==> config.mk <==
export PLATFORM = sky130hd
export DESIGN_NAME = spi_register_access_master_core
export DESIGN_NICKNAME = d
export VERILOG_FILES = /design/src/spi_ra_pkg.sv /design/src/spi_ra_step.sv /design/src/spi_register_access_master_core.sv
export SDC_FILE = /design/constraint.sdc
export NUM_CORES = 1
export LEC_CHECK = 0
export BUFFER_PORTS_ARGS = -buffer_cell sky130_fd_sc_hd__buf_2
export CAP_MARGIN = 10
export CORE_ASPECT_RATIO = 0.6
export CORE_MARGIN = 4
export CORE_UTILIZATION = 51
export DETAILED_ROUTE_END_ITERATION = 12
export GPL_TIMING_DRIVEN = 0
export PLACE_DENSITY = 0.81
export SLEW_MARGIN = 5
export SYNTH_ARGS = -nofsm -noshare
export SYNTH_HDL_FRONTEND = slang
export SYNTH_HIERARCHICAL = 1
export SYNTH_SLANG_ARGS = --single-unit
==> constraint.sdc <==
create_clock -name clk -period 5.9 [get_ports clk]
set_clock_uncertainty 0.05 [all_clocks]
set_input_delay 0.295 -clock clk [delete_from_list [all_inputs] [get_ports clk]]
set_output_delay 0.295 -clock clk [all_outputs]
set_load 0.01 [all_outputs]
==> src/spi_ra_pkg.sv <==
// Shared types and constants for the SPI register access master.
// No dependencies; imported by every module of the block.
`default_nettype none

package spi_ra_pkg;

  // reply codes from the partner and filler bytes
  localparam logic [7:0] CODE_ECHO_CMD  = 8'hC1;
  localparam logic [7:0] CODE_ECHO_ADDR = 8'hC2;
  localparam logic [7:0] CODE_ACK       = 8'h41;
  localparam logic [7:0] CODE_NACK      = 8'h4E;
  localparam logic [7:0] CODE_DUMMY     = 8'h00;

  // item kinds
  localparam logic KIND_START = 1'b0;
  localparam logic KIND_RX    = 1'b1;

  // configuration register indexes
  localparam logic CFG_READ_OPCODE  = 1'b0;
  localparam logic CFG_WRITE_OPCODE = 1'b1;

  // configuration reset values
  localparam logic [7:0] READ_OPCODE_RST  = 8'h00;
  localparam logic [7:0] WRITE_OPCODE_RST = 8'h80;

  // transfer phases, one-hot
  typedef enum logic [6:0] {
    PH_IDLE  = 7'b0000001,
    PH_CMD   = 7'b0000010,
    PH_ADDR  = 7'b0000100,
    PH_RSYNC = 7'b0001000,
    PH_RDATA = 7'b0010000,
    PH_WDATA = 7'b0100000,
    PH_WSYNC = 7'b1000000
  } phase_t;

  // input item
  typedef struct packed {
    logic        kind;
    logic        is_write;
    logic [1:0]  length_code;
    logic [11:0] address;
    logic [63:0] write_data;
    logic [7:0]  rx_byte;
  } in_item_t;

  // result item
  typedef struct packed {
    logic [7:0]  tx_byte;
    logic        tx_valid;
    logic        select_active;
    logic        done_res;
    logic        status;
    logic [63:0] read_data;
  } out_item_t;

endpackage

`default_nettype wire

==> src/spi_ra_step.sv <==
// Transfer state machine: holds the access state and computes one result per item.
// Depends on spi_ra_pkg; state advances only when the top level moves an item.
`default_nettype none

module spi_ra_step
  import spi_ra_pkg::*;
(
  input  wire logic      clk,
  input  wire logic      rst_n,
  input  wire logic      adv,
  input  wire in_item_t  item,
  input  wire logic [7:0] read_opcode,
  input  wire logic [7:0] write_opcode,
  output out_item_t      result
);

  phase_t      phase_r, phase_nxt;
  logic        write_mode_r, write_mode_nxt;
  logic [3:0]  byte_index_r, byte_index_nxt;
  logic [3:0]  byte_total_r, byte_total_nxt;
  logic [7:0]  address_low_r, address_low_nxt;
  logic [63:0] outgoing_r, outgoing_nxt;
  logic [63:0] gathered_r, gathered_nxt;

  logic [3:0]  index_inc;
  logic [63:0] gathered_add;
  logic [7:0]  out_byte;
  logic [7:0]  cmd_byte;

  assign index_inc    = byte_index_r + 4'd1;
  assign gathered_add = gathered_r | ({56'd0, item.rx_byte} << {byte_index_r[2:0], 3'b000});
  assign out_byte     = outgoing_r[{byte_index_r[2:0], 3'b000} +: 8];
  assign cmd_byte     = (item.is_write ? write_opcode : read_opcode)
                      | {2'b00, item.length_code, 4'b0000}
                      | {4'b0000, item.address[11:8]};

  // next state and result for the item at hand
  always_comb begin
    phase_nxt       = phase_r;
    write_mode_nxt  = write_mode_r;
    byte_index_nxt  = byte_index_r;
    byte_total_nxt  = byte_total_r;
    address_low_nxt = address_low_r;
    outgoing_nxt    = outgoing_r;
    gathered_nxt    = gathered_r;
    result          = '0;

    if (item.kind == KIND_START) begin
      if (phase_r != PH_IDLE) begin
        // start while busy is ignored
        result.select_active = 1'b1;
      end else begin
        write_mode_nxt       = item.is_write;
        byte_total_nxt       = 4'd1 << item.length_code;
        byte_index_nxt       = 4'd0;
        address_low_nxt      = item.address[7:0];
        outgoing_nxt         = item.write_data;
        gathered_nxt         = '0;
        phase_nxt            = PH_CMD;
        result.tx_byte       = cmd_byte;
        result.tx_valid      = 1'b1;
        result.select_active = 1'b1;
      end
    end else begin
      // default: a byte that keeps the transfer going
      result.tx_valid      = 1'b1;
      result.select_active = 1'b1;
      result.tx_byte       = CODE_DUMMY;
      unique case (phase_r)
        PH_CMD: begin
          if (item.rx_byte != CODE_ECHO_CMD) begin
            phase_nxt = PH_IDLE;
            result    = '0;
            result.done_res = 1'b1;
            result.status   = 1'b1;
          end else begin
            phase_nxt      = PH_ADDR;
            result.tx_byte = address_low_r;
          end
        end
        PH_ADDR: begin
          if (item.rx_byte != CODE_ECHO_ADDR) begin
            phase_nxt = PH_IDLE;
            result    = '0;
            result.done_res = 1'b1;
            result.status   = 1'b1;
          end else if (write_mode_r) begin
            phase_nxt      = PH_WDATA;
            byte_index_nxt = 4'd1;
            result.tx_byte = outgoing_r[7:0];
          end else begin
            phase_nxt = PH_RSYNC;
          end
        end
        PH_RSYNC: begin
          if (item.rx_byte == CODE_ACK) begin
            phase_nxt      = PH_RDATA;
            byte_index_nxt = 4'd0;
          end else if (item.rx_byte != CODE_NACK) begin
            phase_nxt = PH_IDLE;
            result    = '0;
            result.done_res = 1'b1;
            result.status   = 1'b1;
          end
        end
        PH_RDATA: begin
          gathered_nxt   = gathered_add;
          byte_index_nxt = index_inc;
          if (index_inc >= byte_total_r) begin
            phase_nxt = PH_IDLE;
            result    = '0;
            result.done_res  = 1'b1;
            result.read_data = gathered_add;
          end
        end
        PH_WDATA: begin
          if (item.rx_byte != CODE_ACK) begin
            phase_nxt = PH_IDLE;
            result    = '0;
            result.done_res = 1'b1;
            result.status   = 1'b1;
          end else if (byte_index_r < byte_total_r) begin
            result.tx_byte = out_byte;
            byte_index_nxt = index_inc;
          end else begin
            phase_nxt = PH_WSYNC;
          end
        end
        PH_WSYNC: begin
          if (item.rx_byte == CODE_ACK) begin
            phase_nxt = PH_IDLE;
            result    = '0;
            result.done_res = 1'b1;
          end
        end
        default: begin
          // partner byte while idle
          phase_nxt = PH_IDLE;
          result    = '0;
        end
      endcase
    end
  end

  // control state
  always_ff @(posedge clk) begin
    if (!rst_n) begin
      phase_r      <= PH_IDLE;
      write_mode_r <= 1'b0;
      byte_index_r <= 4'd0;
      byte_total_r <= 4'd0;
    end else if (adv) begin
      phase_r      <= phase_nxt;
      write_mode_r <= write_mode_nxt;
      byte_index_r <= byte_index_nxt;
      byte_total_r <= byte_total_nxt;
    end
  end

  // access payload
  always_ff @(posedge clk) begin
    if (!rst_n) begin
      address_low_r <= '0;
      outgoing_r    <= '0;
      gathered_r    <= '0;
    end else if (adv) begin
      address_low_r <= address_low_nxt;
      outgoing_r    <= outgoing_nxt;
      gathered_r    <= gathered_nxt;
    end
  end

endmodule

`default_nettype wire

==> src/spi_register_access_master_core.sv <==
// Top level of the SPI register access master: input register, config registers,
// result register around the spi_ra_step state machine. Depends on spi_ra_pkg.
//
// Usage: send a start item (kind 0) with read/write, length code, address and
// write data; the result carries the command byte to shift out. After each SPI
// byte exchange send the returned byte as an item (kind 1); each result gives
// the next byte to shift, chip select state, and on completion done, status and
// the read data. Exactly one item comes out for every item taken in.
// An accepted item lands in the input register at the accepting edge, is processed
// by spi_ra_step once the result register is free or draining, and its result is
// then held in the result register that drives out_*.
// Throughput: one item per cycle while out_ready stays high, set by the single state
// update between the input register and the result register.
// A stalled receiver (out_ready low) holds the result register; the input
// register still takes one more item, then in_ready drops until the result
// moves on.
// Reset (rst_n low, synchronous) empties both registers, returns to idle and
// loads the opcode bits with 0x00 for reads and 0x80 for writes.
// Configuration writes (cfg_we) take effect at the next edge; make them only
// while no transfer is in flight.
`default_nettype none

module spi_register_access_master_core
  import spi_ra_pkg::*;
(
  input  wire logic       clk,
  input  wire logic       rst_n,
  input  wire logic       in_valid,
  output logic            in_ready,
  input  wire in_item_t   in_data,
  output logic            out_valid,
  input  wire logic       out_ready,
  output out_item_t       out_data,
  input  wire logic       cfg_we,
  input  wire logic       cfg_index,
  input  wire logic [7:0] cfg_wdata
);

  logic       in_valid_r;
  in_item_t   in_item_r;
  logic       out_valid_r;
  out_item_t  out_item_r;
  logic [7:0] read_opcode_r;
  logic [7:0] write_opcode_r;
  logic       adv;
  out_item_t  step_result;

  // process the held item when the result register is free or draining
  assign adv      = in_valid_r && (!out_valid_r || out_ready);
  assign in_ready = !in_valid_r || adv;

  // configuration registers
  always_ff @(posedge clk) begin
    if (!rst_n) begin
      read_opcode_r  <= READ_OPCODE_RST;
      write_opcode_r <= WRITE_OPCODE_RST;
    end else if (cfg_we) begin
      unique case (cfg_index)
        CFG_READ_OPCODE:  read_opcode_r  <= cfg_wdata;
        CFG_WRITE_OPCODE: write_opcode_r <= cfg_wdata;
        default: ;
      endcase
    end
  end

  // input register
  always_ff @(posedge clk) begin
    if (!rst_n) begin
      in_valid_r <= 1'b0;
    end else if (in_ready) begin
      in_valid_r <= in_valid;
    end
  end

  always_ff @(posedge clk) begin
    if (in_ready && in_valid) begin
      in_item_r <= in_data;
    end
  end

  spi_ra_step u_step (
    .clk          (clk),
    .rst_n        (rst_n),
    .adv          (adv),
    .item         (in_item_r),
    .read_opcode  (read_opcode_r),
    .write_opcode (write_opcode_r),
    .result       (step_result)
  );

  // result register
  always_ff @(posedge clk) begin
    if (!rst_n) begin
      out_valid_r <= 1'b0;
    end else if (adv) begin
      out_valid_r <= 1'b1;
    end else if (out_ready) begin
      out_valid_r <= 1'b0;
    end
  end

  always_ff @(posedge clk) begin
    if (adv) begin
      out_item_r <= step_result;
    end
  end

  assign out_valid = out_valid_r;
  assign out_data  = out_item_r;

  // a finished transfer always releases chip select
  a_done_deselect: assert property (@(posedge clk) disable iff (!rst_n)
    out_valid |-> !(out_data.done_res && out_data.select_active))
    else $error("done item with select still active");

  // error status only with done
  a_status_done: assert property (@(posedge clk) disable iff (!rst_n)
    (out_valid && out_data.status) |-> out_data.done_res)
    else $error("status set without done");

  // read data only on a successful completion
  a_read_data: assert property (@(posedge clk) disable iff (!rst_n)
    (out_valid && (out_data.read_data != 64'd0)) |->
      (out_data.done_res && !out_data.status))
    else $error("read data outside successful done");

  // a held item with a stalled result blocks new input
  a_backpressure: assert property (@(posedge clk) disable iff (!rst_n)
    (in_valid_r && out_valid_r && !out_ready) |-> !in_ready)
    else $error("input accepted while pipeline is full");

endmodule

`default_nettype wire

==> impl_summary.log, run 1 <==
[metrics] result of the run: complete, no violations
[metrics] utilization after layout: 66.3%
[metrics] number of antenna violations at the first check in global routing: 0
[metrics] Sw Share: 22.4%
[metrics] Ant. Diodes: 0
[metrics] fraction of final layout cells sized beyond drive strength 1: 17.6%
[metrics] share of the cycle needed by the critical path after routing: 80.9%
[metrics] hold depth: 3
[metrics] met2 wire length: 15,600 um
[metrics] number of cells in the design after placement: 1,686
[metrics] first drt pass iteration count: 8
[metrics] Initial Util: 52.6%
[metrics] proportion of synthesized flip-flops having asynchronous set or reset: 0%
[metrics] synthesized instance count: 1,181
[metrics] type of element capturing the critical path: register
[metrics] DR WL/cell: 19.9 um
[metrics] cell area after layout: 16,200 um^2
[metrics] Main synth FF type: dfxtp_1
[metrics] clock latency at the later pin of the worst-skew pair: 0.57 ns
[metrics] CTS tree: done
[metrics] # Max-Cap Violations: 0
[metrics] Net Switching: 1.08 mW
[metrics] count of port buffers added during placement: 178
[metrics] worst ir drop on vdd: 0.000245 V
[metrics] height of the die: 131 um
[metrics] RSZ-0062 raised after global routing: no
[metrics] largest net degree at the start of global routing: 38
[metrics] part of the power in combinational logic: 7.2%
[metrics] Filler Cell Count: 1,824
[metrics] PostCTS Resize Cnt: 0
[metrics] minimum period implied by the final worst setup slack: 4.77 ns
[metrics] top area cells in the synthesized netlist: edfxtp_1, dfxtp_1, a21oi_1
[metrics] main combinational cell family by area after synthesis: simple AND/OR/NAND/NOR gates
[metrics] grt ovf: 0
[metrics] top routing layer in use: met4
[metrics] synthesized net count: 1,292
[metrics] relative contribution of the clock network to total power: 39.5%
[metrics] type of the most critical hold path: input port to register
[metrics] clock root buffer: clkbuf_16
[metrics] start point of the worst min-delay path: rst_n
[metrics] top-area cell type share of the netlist area: 38.2%
[metrics] number of nets in the layout: 1,606
[metrics] post-detailed-route DRC marker count: 0
[metrics] Avg Vias per Cell: 5.70
[metrics] Hold Slack: 0.0372 ns
[metrics] data arrival time of the critical path: 5.00 ns
[metrics] nature of the critical path startpoint: register
[metrics] TritonCTS buffer count: 30
[metrics] clock buffer depth: 3
[metrics] x dimension of the die: 213 um
[metrics] number of enable flip-flop cells after synthesis: 164
[metrics] vias in the first global route: 10.1k
[metrics] number of top-level pins: 180
[metrics] largest fanout on the critical path: 10
[metrics] Hold Path End: read_opcode_r[0]
[metrics] simple logic cell fraction of the synthesized area: 14.3%
[metrics] mean post-synth cell area: 10.9 um^2
[metrics] number of setup violations in the final report: 0
[metrics] power per cell area: 296 nW/um^2
[metrics] library cell occupying the most area in the post-synthesis netlist: edfxtp_1
[metrics] synthesized cell area: 12,900 um^2
[metrics] R2R Path Start: u_step/byte_index_r[0]
[metrics] xor-xnor portion of the synthesized cell area: 0.340%
[metrics] area share of fa/ha/maj cells after synthesis: 0.874%
[metrics] H-tree depth: 1
[metrics] final max-slew violation count: 0
[metrics] leakage dissipation: 5.80 nW
[metrics] Max Clock Freq: 0.210 GHz
[metrics] DP HPWL: 24,600 um
[metrics] total routing resource utilization after global routing: 25.5%
[metrics] number of placement rows: 44
[metrics] weighted congestion at the end of routability-driven global placement: 0.901
[metrics] dpl cell area: 14,300 um^2
[metrics] register-to-register setup slack: 1.13 ns
[metrics] total die area: 28,000 um^2
[metrics] count of placed standard cells in the final layout, fillers left out: 1,841
[metrics] final hold vios: 0
[metrics] detailed-routing wirelength on met1: 15,800 um
[metrics] worst reg2reg endpoint: out_data[17]
[metrics] share of synthesized area occupied by flip-flops and latches: 64.6%
[metrics] CTS clk-pin slew, worst paths: 0.07 ns
[metrics] area of the core region: 24,500 um^2
[metrics] routed wire length on met3: 4440 um
[metrics] sum of routed wire length over all layers: 36,600 um
[metrics] post-synthesis compound-gate area fraction: 11.6%
[metrics] Worst Reg-to-Reg Cells: 13
[metrics] required time at the endpoint of the critical path: 6.12 ns
[metrics] Int Pwr: 3.74 mW
[metrics] part of the total power dissipated in sequential elements: 53.3%
[metrics] count of routing violations after the opening detailed-route iteration: 1,269
[metrics] Worst Setup Path Type: register to register
[metrics] wire length of the first global-routing pass: 56,300 um
[metrics] count of nets left with antenna violations after detail routing: 0
[metrics] count of unique library cells instantiated by Yosys: 57
[metrics] clock sink count: 334
[metrics] Seq cells post-synth: 334
[metrics] vias after detailed routing: 10.5k
[metrics] mux share of post-synthesis cell area: 4.89%
[metrics] actual slew at the worst max-slew pin: 0.921 ns
[metrics] Area growth syn-to-layout: 26.0%
[metrics] worst rel slew slack: 38.2%
[metrics] count of synthesis-stage warnings from yosys: 6
-- metrics by stage --
step | setup TNS [ns] | power, mW | worst slack (ns)
6_report | 0 | 4.81 | 1.13
5_1_grt | 0 | 4.97 | 0.883
4_1_cts | 0 | 4.82 | 1.20
3_5_place_dp | 0 | 2.90 | 1.23
3_3_place_gp | -121.51 | 2.89 | -1.27
2_1_floorplan | 0 | 2.76 | 0.502
-- cell families (layout without fill, tap and decap cells) --
family          after synthesis  in the layout
compound gates              271            271
xor+xnor                      5              5
fa+ha+maj                     9              9
buf+inv                     101            439
flops                       334            334
mux                          42             42
simple gates                419            419
-- timing repair --
| action | in CTS | in global routing |
|---|---|---|
| hold buffers | 98 | 0 |
| endpoints found under the hold margin | 103 | 0 |
| buffers inserted | 0 | 0 |
-- power by group through the flow --
stage          Sequential (mW)  Combinational (mW)  Clock [mW]
6_report                  2.56               0.347        1.90
5_1_grt                   2.57               0.374        2.03
4_1_cts                   2.56               0.338        1.92
3_5_place_dp              2.61               0.286           0
3_3_place_gp              2.62               0.266           0
2_1_floorplan             2.62               0.144           0
-- flip-flops by register name, indices dropped and copies added (netlist names) --
name                  count
out_data                 76
u_step/outgoing_r        64
u_step/address_low_r      8
u_step/phase_r            7
u_step/write_mode_r       1
read_opcode_r             8
write_opcode_r            8
u_step/gathered_r        64
in_valid_r                1
u_step/byte_index_r       4
in_item_r                88
u_step/byte_total_r       4
out_valid                 1
-- worst max path at each step --
stage                     slack (ns)              startpoint       endpoint
after floorplan                 0.50               out_valid   in_item_r[0]
after global placement         -1.27               out_valid  in_item_r[51]
after detailed placement        1.23  u_step/byte_index_r[0]   out_data[17]
after CTS                       1.20  u_step/byte_index_r[0]   out_data[23]
after global routing            0.88  u_step/byte_index_r[0]   out_data[19]
final                           1.13  u_step/byte_index_r[0]   out_data[17]
-- critical path: stages, from the launching register on --
cell and delay, ns:
dfxtp_1 0.37, clkbuf_1 0.28, clkbuf_1 0.66, and3_1 0.26
clkbuf_1 0.38, buf_1 0.43, xor2_1 0.13, ha_1 0.22
or3_1 0.35, o22ai_1 0.28, nor2_1 0.09, nand2_1 0.37
clkbuf_1 0.46, nor2_1 0.16
-- cell type report --
type	instances	area, um^2	share of cell area, %
flip-flops and latches	334	8330	51.3
multi-input cells	746	4150	25.6
inverters	9	33.8	0.208
clock inverters	11	103	0.632
repair buffers	282	1980	12.2
well taps	322	403	2.48
clock buffers	45	838	5.16
plain buffers	92	392	2.41
-- synth_stat cells (all sizes together) (3+ instances only) --
cell type  instances
a21boi             3
and3               4
mux2i             18
a222oi             8
or4b               4
edfxtp           164
a21oi            218
inv                9
a211oi             7
mux2               8
nand2            187
mux4              16
nor3b              6
buf               12
nor4b              9
or3                5
nand3              6
o21ai             12
nand3b             3
clkbuf            80
and4               3
o22ai             10
nor3               9
ha                 9
nor2b             13
xor2               3
dfxtp            170
nor2             144
and2              11
nand4              8
-- cell usage in the layout (no fill, tap or decap), types with 10 or more instances in the layout --
cell,count
a21oi_1,216
nand2_1,187
buf_2,180
dfxtp_1,170
edfxtp_1,164
nor2_1,143
dlygate4sd3_1,98
clkbuf_1,93
clkbuf_16,31
mux2i_1,18
mux4_2,16
nor2b_1,12
o21ai_0,10
o22ai_1,10
and2_1,10
-- per-layer routing --
metal  vias to the layer above  global-route usage (%)
met3                        67                    6.57
met2                       617                    37.5
li1                       4804                       -
met1                      4999                    38.8
met5                         -                       0
met4                         0                    4.94
No activity file was read; power rests on OpenSTA's default activity.
==> inputs of run 2 (changes only) <==
--- a/config.mk
+++ b/config.mk
@@ -9,10 +9,10 @@
 export CAP_MARGIN = 10
 export CORE_ASPECT_RATIO = 0.6
 export CORE_MARGIN = 4
-export CORE_UTILIZATION = 51
+export CORE_UTILIZATION = 57
 export DETAILED_ROUTE_END_ITERATION = 12
 export GPL_TIMING_DRIVEN = 0
-export PLACE_DENSITY = 0.81
+export PLACE_DENSITY = 0.85
 export SLEW_MARGIN = 5
 export SYNTH_ARGS = -nofsm -noshare
 export SYNTH_HDL_FRONTEND = slang
==> constraint.sdc (replaced) <==
create_clock -name clk -period 4.8 [get_ports clk]
set_clock_uncertainty 0.05 [all_clocks]
set_input_delay 0.24 -clock clk [delete_from_list [all_inputs] [get_ports clk]]
set_output_delay 0.24 -clock clk [all_outputs]
set_load 0.01 [all_outputs]
==> run 2 against run 1 <==
Net effect: final cell count down 0.65%; flip-flop and latch count unchanged; maximum frequency up 8.5%; core utilization up 7.4 points; first-iteration DRC count up 12%; setup slack worse by 0.72 ns.
==> impl_summary.log, run 2 (same netlist as run 1, synthesis figures left out) <==
[metrics] worst reg2reg endpoint: out_data[17]
[metrics] largest incremental delay on the critical path: 0.42 ns (-0.24 ns)
[metrics] clock sink count: 334 (unchanged)
[metrics] DP HPWL: 24,000 um (-2.4%)
[metrics] worst rel slew slack: 6.83% (-31 points)
[metrics] vias in the first global route: 10.5k (+4.4%)
[metrics] number of buffers inserted by post-CTS setup repair: 0 (unchanged)
[metrics] # Max-Cap Violations: 0 (unchanged)
[metrics] nature of the critical path startpoint: register
[metrics] total routing resource utilization after global routing: 28.2% (+2.8 points)
[metrics] Initial Util: 58.2% (+5.6 points)
[metrics] wire length of the first global-routing pass: 56,800 um (+0.83%)
[metrics] count of routing violations after the opening detailed-route iteration: 1,426 (+12%)
[metrics] number of cells in the design after placement: 1,672 (-0.83%)
[metrics] count of port buffers added during placement: 178 (unchanged)
[metrics] type of element capturing the critical path: register
[metrics] register-to-register setup slack: 0.40 ns (-0.72 ns)
[metrics] required time at the endpoint of the critical path: 5.02 ns (-1.10 ns)
[metrics] RSZ-0062 raised after global routing: no
[metrics] largest net degree at the start of global routing: 38 (unchanged)
[metrics] number of top-level pins: 180 (unchanged)
[metrics] Hold Path End: out_valid
[metrics] sequence of cells on the critical path: clkbuf_1 > clkbuf_2 > and3_1 > clkbuf_1 > buf_1 > xor2_1 > ha_1 > or3_1 > o22ai_1 > nor2_1 > nand2_1 > clkbuf_1 > nor2_1
[metrics] count of placed standard cells in the final layout, fillers left out: 1,829 (-0.65%)
[metrics] Worst Reg-to-Reg Cells: 13 (unchanged)
[metrics] Filler Cell Count: 1,435 (-21%)
[metrics] Worst Setup Path Type: register to register
[metrics] hold depth: 3 (unchanged)
[metrics] sum of routed wire length over all layers: 36,300 um (-0.71%)
[metrics] cell repeated most along the worst path: clkbuf_1
[metrics] number of setup violations in the final report: 0 (unchanged)
[metrics] largest register by flop count: in_item_r
[metrics] weighted congestion at the end of routability-driven global placement: 0.900 (-0.13%)
[metrics] actual slew at the worst max-slew pin: 1.39 ns (+0.466 ns)
[metrics] clock root buffer: clkbuf_16
[metrics] power per cell area: 366 nW/um^2 (+24%)
[metrics] x dimension of the die: 202 um (-5.2%)
[metrics] vias after detailed routing: 10.6k (+1.4%)
[metrics] H-tree depth: 1 (unchanged)
[metrics] type of the most critical hold path: input port to register
[metrics] area of the core region: 22,100 um^2 (-9.7%)
[metrics] number of nets in the layout: 1,609 (+0.19%)
[metrics] largest fanout on the critical path: 10 (unchanged)
[metrics] clock buffer depth: 3 (unchanged)
[metrics] final hold vios: 0 (unchanged)
[metrics] total die area: 25,200 um^2 (-10%)
[metrics] DR WL/cell: 19.9 um (about the same)
[metrics] fraction of final layout cells sized beyond drive strength 1: 18.0% (+0.44 points)
[metrics] final max-slew violation count: 0 (unchanged)
[metrics] CTS clk-pin slew, worst paths: 0.07 ns (about the same)
[metrics] worst ir drop on vdd: 0.000306 V (+25%)
[metrics] Area growth syn-to-layout: 26.5%
[metrics] max FFs per register: 88 (unchanged)
[metrics] post-detailed-route DRC marker count: 0 (unchanged)
[metrics] R2R Path Start: u_step/byte_index_r[0]
[metrics] grt ovf: 0 (unchanged)
[metrics] number of antenna violations at the first check in global routing: 0 (unchanged)
[metrics] minimum period implied by the final worst setup slack: 4.40 ns (-0.375 ns)
[metrics] Max Clock Freq: 0.227 GHz (+8.5%)
[metrics] share of the cycle needed by the critical path after routing: 91.6% (+11 points)
[metrics] leakage dissipation: 5.84 nW (+0.70%)
[metrics] height of the die: 124 um (-5.1%)
[metrics] TritonCTS buffer count: 29 (-3.3%)
[metrics] data arrival time of the critical path: 4.62 ns (-0.38 ns)
[metrics] critical path's slowest cell: buf_1
[metrics] number of placement rows: 42 (-4.5%)
[metrics] CTS tree: done
[metrics] Ant. Diodes: 0 (unchanged)
[metrics] first drt pass iteration count: 6 (-2)
[metrics] commonest cells after routing, fill and taps aside: a21oi_1, nand2_1, buf_2
[metrics] count of nets left with antenna violations after detail routing: 0 (unchanged)
[metrics] result of the run: complete, no violations
[metrics] kind of cell adding the most delay to the critical path: buffers and inverters
[metrics] start point of the worst min-delay path: out_ready
[metrics] most common cell after layout, fill and taps aside: a21oi_1
[metrics] accumulated negative setup slack: 0 ns (unchanged)
[metrics] Avg Vias per Cell: 5.82 (+2.1%)
[metrics] Crit path buffers/inverters: 5 (unchanged)
[metrics] clock latency at the later pin of the worst-skew pair: 0.55 ns (-0.02 ns)
run 2: timing repair:
item / in CTS / in global routing
endpoints found under the setup margin: 0 / 60
resized for setup: 0 / 2
endpoints found under the hold margin: 106 / 0
hold buffers: 103 / 0
run 2: area by class of cell:
| class | instances | area, um^2 | area share (%) |
|---|---|---|---|
| Buffer | 92 | 393 | 2.41 |
| Clock buffer | 37 | 807 | 4.95 |
| Clock inverter | 17 | 166 | 1.02 |
| Inverter | 9 | 33.8 | 0.207 |
| Multi-Input combinational cell | 746 | 4150 | 25.5 |
| Sequential cell | 334 | 8330 | 51.1 |
| Tap cell | 308 | 385 | 2.37 |
| Timing Repair Buffer | 286 | 2030 | 12.5 |
run 2: metrics by stage:
step	util, %	total power [mW]	setup slack [ns]	hold slack (ns)	instance area [um^2]
2_1_floorplan	-	3.39	0.303	0.289	12900
5_1_grt	73.6	6.15	0.126	0.0832	16300
4_1_cts	73.6	5.96	0.203	0.0437	16300
3_3_place_gp	64.0	3.54	-1.44	0.366	14200
6_report	73.6	5.97	0.402	0.0848	16300
3_5_place_dp	64.6	3.56	0.249	0.368	14300
run 2: worst max-delay path by stage:
stage,start,end,slack (ns),cells past startpoint
after floorplan,out_valid,u_step/byte_index_r[1],0.30,7
after global placement,out_valid,u_step/gathered_r[0],-1.44,6
after detailed placement,u_step/byte_index_r[0],out_data[17],0.25,13
after CTS,u_step/byte_index_r[0],out_data[17],0.20,13
after global routing,u_step/byte_index_r[0],out_data[17],0.13,13
final,u_step/byte_index_r[0],out_data[17],0.40,13
run 2: worst reg2reg max path: cells and delay by family (launching register included):
family                   cells  cell delay [ns]
buffers and inverters        5             1.88
AND/OR/NAND/NOR              5             1.16
flip-flops                   1             0.36
AO/OA/AOI/OAI                1             0.30
adder cells (fa/ha/maj)      1             0.22
XOR/XNOR                     1             0.14
run 2: metal layers:
| layer | vias to the layer above | routed length, um | GRT usage, % |
|---|---|---|---|
| met5 | - | 0 | 0 |
| met4 | 0 | 892 | 6.90 |
| met3 | 78 | 4670 | 7.57 |
| met2 | 710 | 16000 | 43.5 |
| met1 | 5046 | 14700 | 40.4 |
| li1 | 4805 | - | - |
run 2: power by group:
group / total (mW) / internal, mW / leakage, nW / switching, mW
Sequential: 3.15 / 3.10 / 2.94 / 0.0513
Combinational: 0.431 / 0.183 / 2.42 / 0.249
Clock: 2.38 / 1.35 / 0.486 / 1.03
Total: 5.97 / 4.64 / 5.84 / 1.33
==> inputs of run 3 (changes only) <==
--- a/config.mk
+++ b/config.mk
@@ -9,10 +9,11 @@
 export CAP_MARGIN = 10
 export CORE_ASPECT_RATIO = 0.6
 export CORE_MARGIN = 4
-export CORE_UTILIZATION = 57
+export CORE_UTILIZATION = 59
+export CTS_BUF_LIST = sky130_fd_sc_hd__clkbuf_8
 export DETAILED_ROUTE_END_ITERATION = 12
 export GPL_TIMING_DRIVEN = 0
-export PLACE_DENSITY = 0.85
+export PLACE_DENSITY = 0.88
 export SLEW_MARGIN = 5
 export SYNTH_ARGS = -nofsm -noshare
 export SYNTH_HDL_FRONTEND = slang
==> run 3 against run 2 <==
Net effect: die area is 3.2% lower; final cell count hardly changed; highest routed layer is now met5; critical endpoint unchanged; clock power is 15% lower; worst hold slack better by 0.010 ns; largest power group unchanged; combinational power is 1% higher; non-clock buffer count is 2 lower; flip-flop and latch count stayed put; global-route usage is 2.4 points higher; first-iteration DRC count is 6.8% higher.
==> impl_summary.log, run 3 (same netlist as run 1, synthesis figures left out) <==
[metrics] first drt pass iteration count: 10 (+4)
[metrics] hold depth: 3 (unchanged)
[metrics] largest register by flop count: in_item_r
[metrics] CTS clk-pin slew, worst paths: 0.07 ns (about the same)
[metrics] smallest setup slack after layout: 0.287 ns (-0.115 ns)
[metrics] number of nets in the layout: 1,623 (+0.87%)
[metrics] vias after detailed routing: 10.8k (+1.3%)
[metrics] RSZ-0062 raised after global routing: no
[metrics] Max Clock Freq: 0.222 GHz (-2.6%)
[metrics] area of the core region: 21,200 um^2 (-4.0%)
[metrics] nature of the critical path startpoint: register
[metrics] weighted congestion at the end of routability-driven global placement: 0.927 (+3.0%)
[metrics] wire length of the first global-routing pass: 57,700 um (+1.6%)
[metrics] Filler Cell Count: 1,393 (-2.9%)
[metrics] highest-utilization routing layer at the global route stage: met2
[metrics] CTS tree: done
[metrics] vias in the first global route: 10.6k (+1.2%)
[metrics] type of element capturing the critical path: register
[metrics] R2R Path Start: u_step/byte_index_r[0]
[metrics] actual slew at the worst max-slew pin: 0.993 ns (-0.394 ns)
[metrics] total die area: 24,300 um^2 (-3.2%)
[metrics] power per cell area: 349 nW/um^2 (-4.7%)
[metrics] clock root buffer: clkbuf_8
[metrics] fraction of met3 tracks used by global routing: 9.99% (+2.4 points)
[metrics] clock sink count: 334 (unchanged)
[metrics] Worst Reg-to-Reg Cells: 13 (unchanged)
[metrics] largest net degree at the start of global routing: 36 (-5.3%)
[metrics] number of placement rows: 41 (-2.4%)
[metrics] clock buffer depth: 3 (unchanged)
[metrics] result of the run: complete, no violations
[metrics] final hold vios: 0 (unchanged)
[metrics] count of nets left with antenna violations after detail routing: 0 (unchanged)
[metrics] number of top-level pins: 180 (unchanged)
[metrics] type of the most critical hold path: input port to register
[metrics] TritonCTS buffer count: 45 (+55%)
[metrics] DP HPWL: 24,200 um (+0.52%)
[metrics] minimum period implied by the final worst setup slack: 4.51 ns (+0.115 ns)
[metrics] sum of routed wire length over all layers: 37,700 um (+3.8%)
[metrics] worst setup path startpoint: u_step/byte_index_r[0]
[metrics] leakage dissipation: 5.87 nW (+0.51%)
[metrics] Initial Util: 60.7% (+2.4 points)
[metrics] worst ir drop on vdd: 0.000220 V (-28%)
[metrics] worst rel slew slack: 33.7% (+27 points)
[metrics] fraction of final layout cells sized beyond drive strength 1: 18.1% (+0.073 points)
[metrics] number of setup violations in the final report: 0 (unchanged)
[metrics] count of routing violations after the opening detailed-route iteration: 1,523 (+6.8%)
[metrics] global routing met2 resource utilization: 47.0% (+3.5 points)
[metrics] Worst Setup Path Type: register to register
[metrics] post-detailed-route DRC marker count: 0 (unchanged)
[metrics] share of the cycle needed by the critical path after routing: 94.0% (+2.4 points)
[metrics] x dimension of the die: 199 um (-1.6%)
[metrics] data arrival time of the critical path: 4.72 ns (+0.10 ns)
[metrics] final max-slew violation count: 0 (unchanged)
[metrics] commonest cells after routing, fill and taps aside: a21oi_1, nand2_1, buf_2
[metrics] count of port buffers added during placement: 178 (unchanged)
[metrics] H-tree depth: 2 (+1)
[metrics] max FFs per register: 88 (unchanged)
[metrics] number of cells in the design after placement: 1,643 (-1.7%)
[metrics] Area growth syn-to-layout: 24.9%
[metrics] number of antenna violations at the first check in global routing: 2 (+2)
[metrics] start point of the worst min-delay path: out_ready
[metrics] largest fanout on the critical path: 10 (unchanged)
[metrics] most common cell after layout, fill and taps aside: a21oi_1
[metrics] Avg Vias per Cell: 5.90 (+1.4%)
[metrics] required time at the endpoint of the critical path: 5.01 ns (about the same)
[metrics] # Max-Cap Violations: 0 (unchanged)
[metrics] total routing resource utilization after global routing: 30.7% (+2.4 points)
[metrics] clock latency at the later pin of the worst-skew pair: 0.56 ns (about the same)
[metrics] grt ovf: 0 (unchanged)
[metrics] worst-case setup slack after placement: 0.206 ns (-0.0437 ns)
[metrics] met1 Usage GRT: 42.4% (+1.9 points)
[metrics] DR WL/cell: 20.6 um (+3.9%)
[metrics] height of the die: 122 um (-1.6%)
[metrics] number of buffers inserted by post-CTS setup repair: 0 (unchanged)
[metrics] count of placed standard cells in the final layout, fillers left out: 1,828 (-0.055%)
run 3: worst max-delay path, cell delays in order (launching register included):
cell,delay (ns)
dfxtp_1,0.37
clkbuf_1,0.29
clkbuf_2,0.38
and3_1,0.21
clkbuf_1,0.34
buf_1,0.41
xor2_1,0.15
ha_1,0.23
or3_1,0.35
o22ai_1,0.33
nor2_1,0.11
nand2_1,0.40
clkbuf_1,0.44
nor2_1,0.15
run 3: area by class of cell:
class                   instances  area [um^2]  share of cell area, %
clock inverters                34          160                  0.995
multi-input cells             746         4150                   25.8
well taps                     279          349                   2.17
repair buffers                284         2000                   12.4
clock buffers                  49          674                   4.19
inverters                       9         33.8                  0.210
diodes                          1         2.50                 0.0155
flip-flops and latches        334         8330                   51.7
plain buffers                  92          393                   2.44
run 3: per-stage QoR:
stage               cell area, um^2  power, mW  util, %  TNS, ns  hold WS (ns)
global route                  16100       5.80     75.8        0        0.0925
finish                        16100       5.62     75.8        0        0.0951
CTS                           16100       5.58     75.8        0        0.0540
detailed placement            14200       3.56     67.1        0         0.368
floorplan                     12900       3.39        -        0         0.289
global placement              14100       3.54     66.5  -169.10         0.366
run 3: worst paths after layout:
kind / slack [ns] / end
worst max-delay path: 0.29 / out_data[17]
worst min-delay path: 0.1 / out_valid
worst max register to register: 0.29 / out_data[17]
worst min register to register: 0.40 / u_step/address_low_r[4]
run 3: per-layer routing:
layer | vias up | part of all wire (%)
li1 | 4834 | -
met1 | 5064 | 40
met2 | 763 | 44
met3 | 114 | 14
met4 | 2 | 2.8
met5 | - | 0.029
run 3: power breakdown:
part / switching [mW] / internal [mW]
Clock: 1.04 / 0.993
Sequential: 0.0535 / 3.10
Combinational: 0.255 / 0.181
run 3: repair_timing:
action / in CTS / in global routing
setup endpoints to repair: 0 / 61
hold endpoints to repair: 106 / 0
hold buffers: 101 / 0
gates resized for setup: 0 / 2
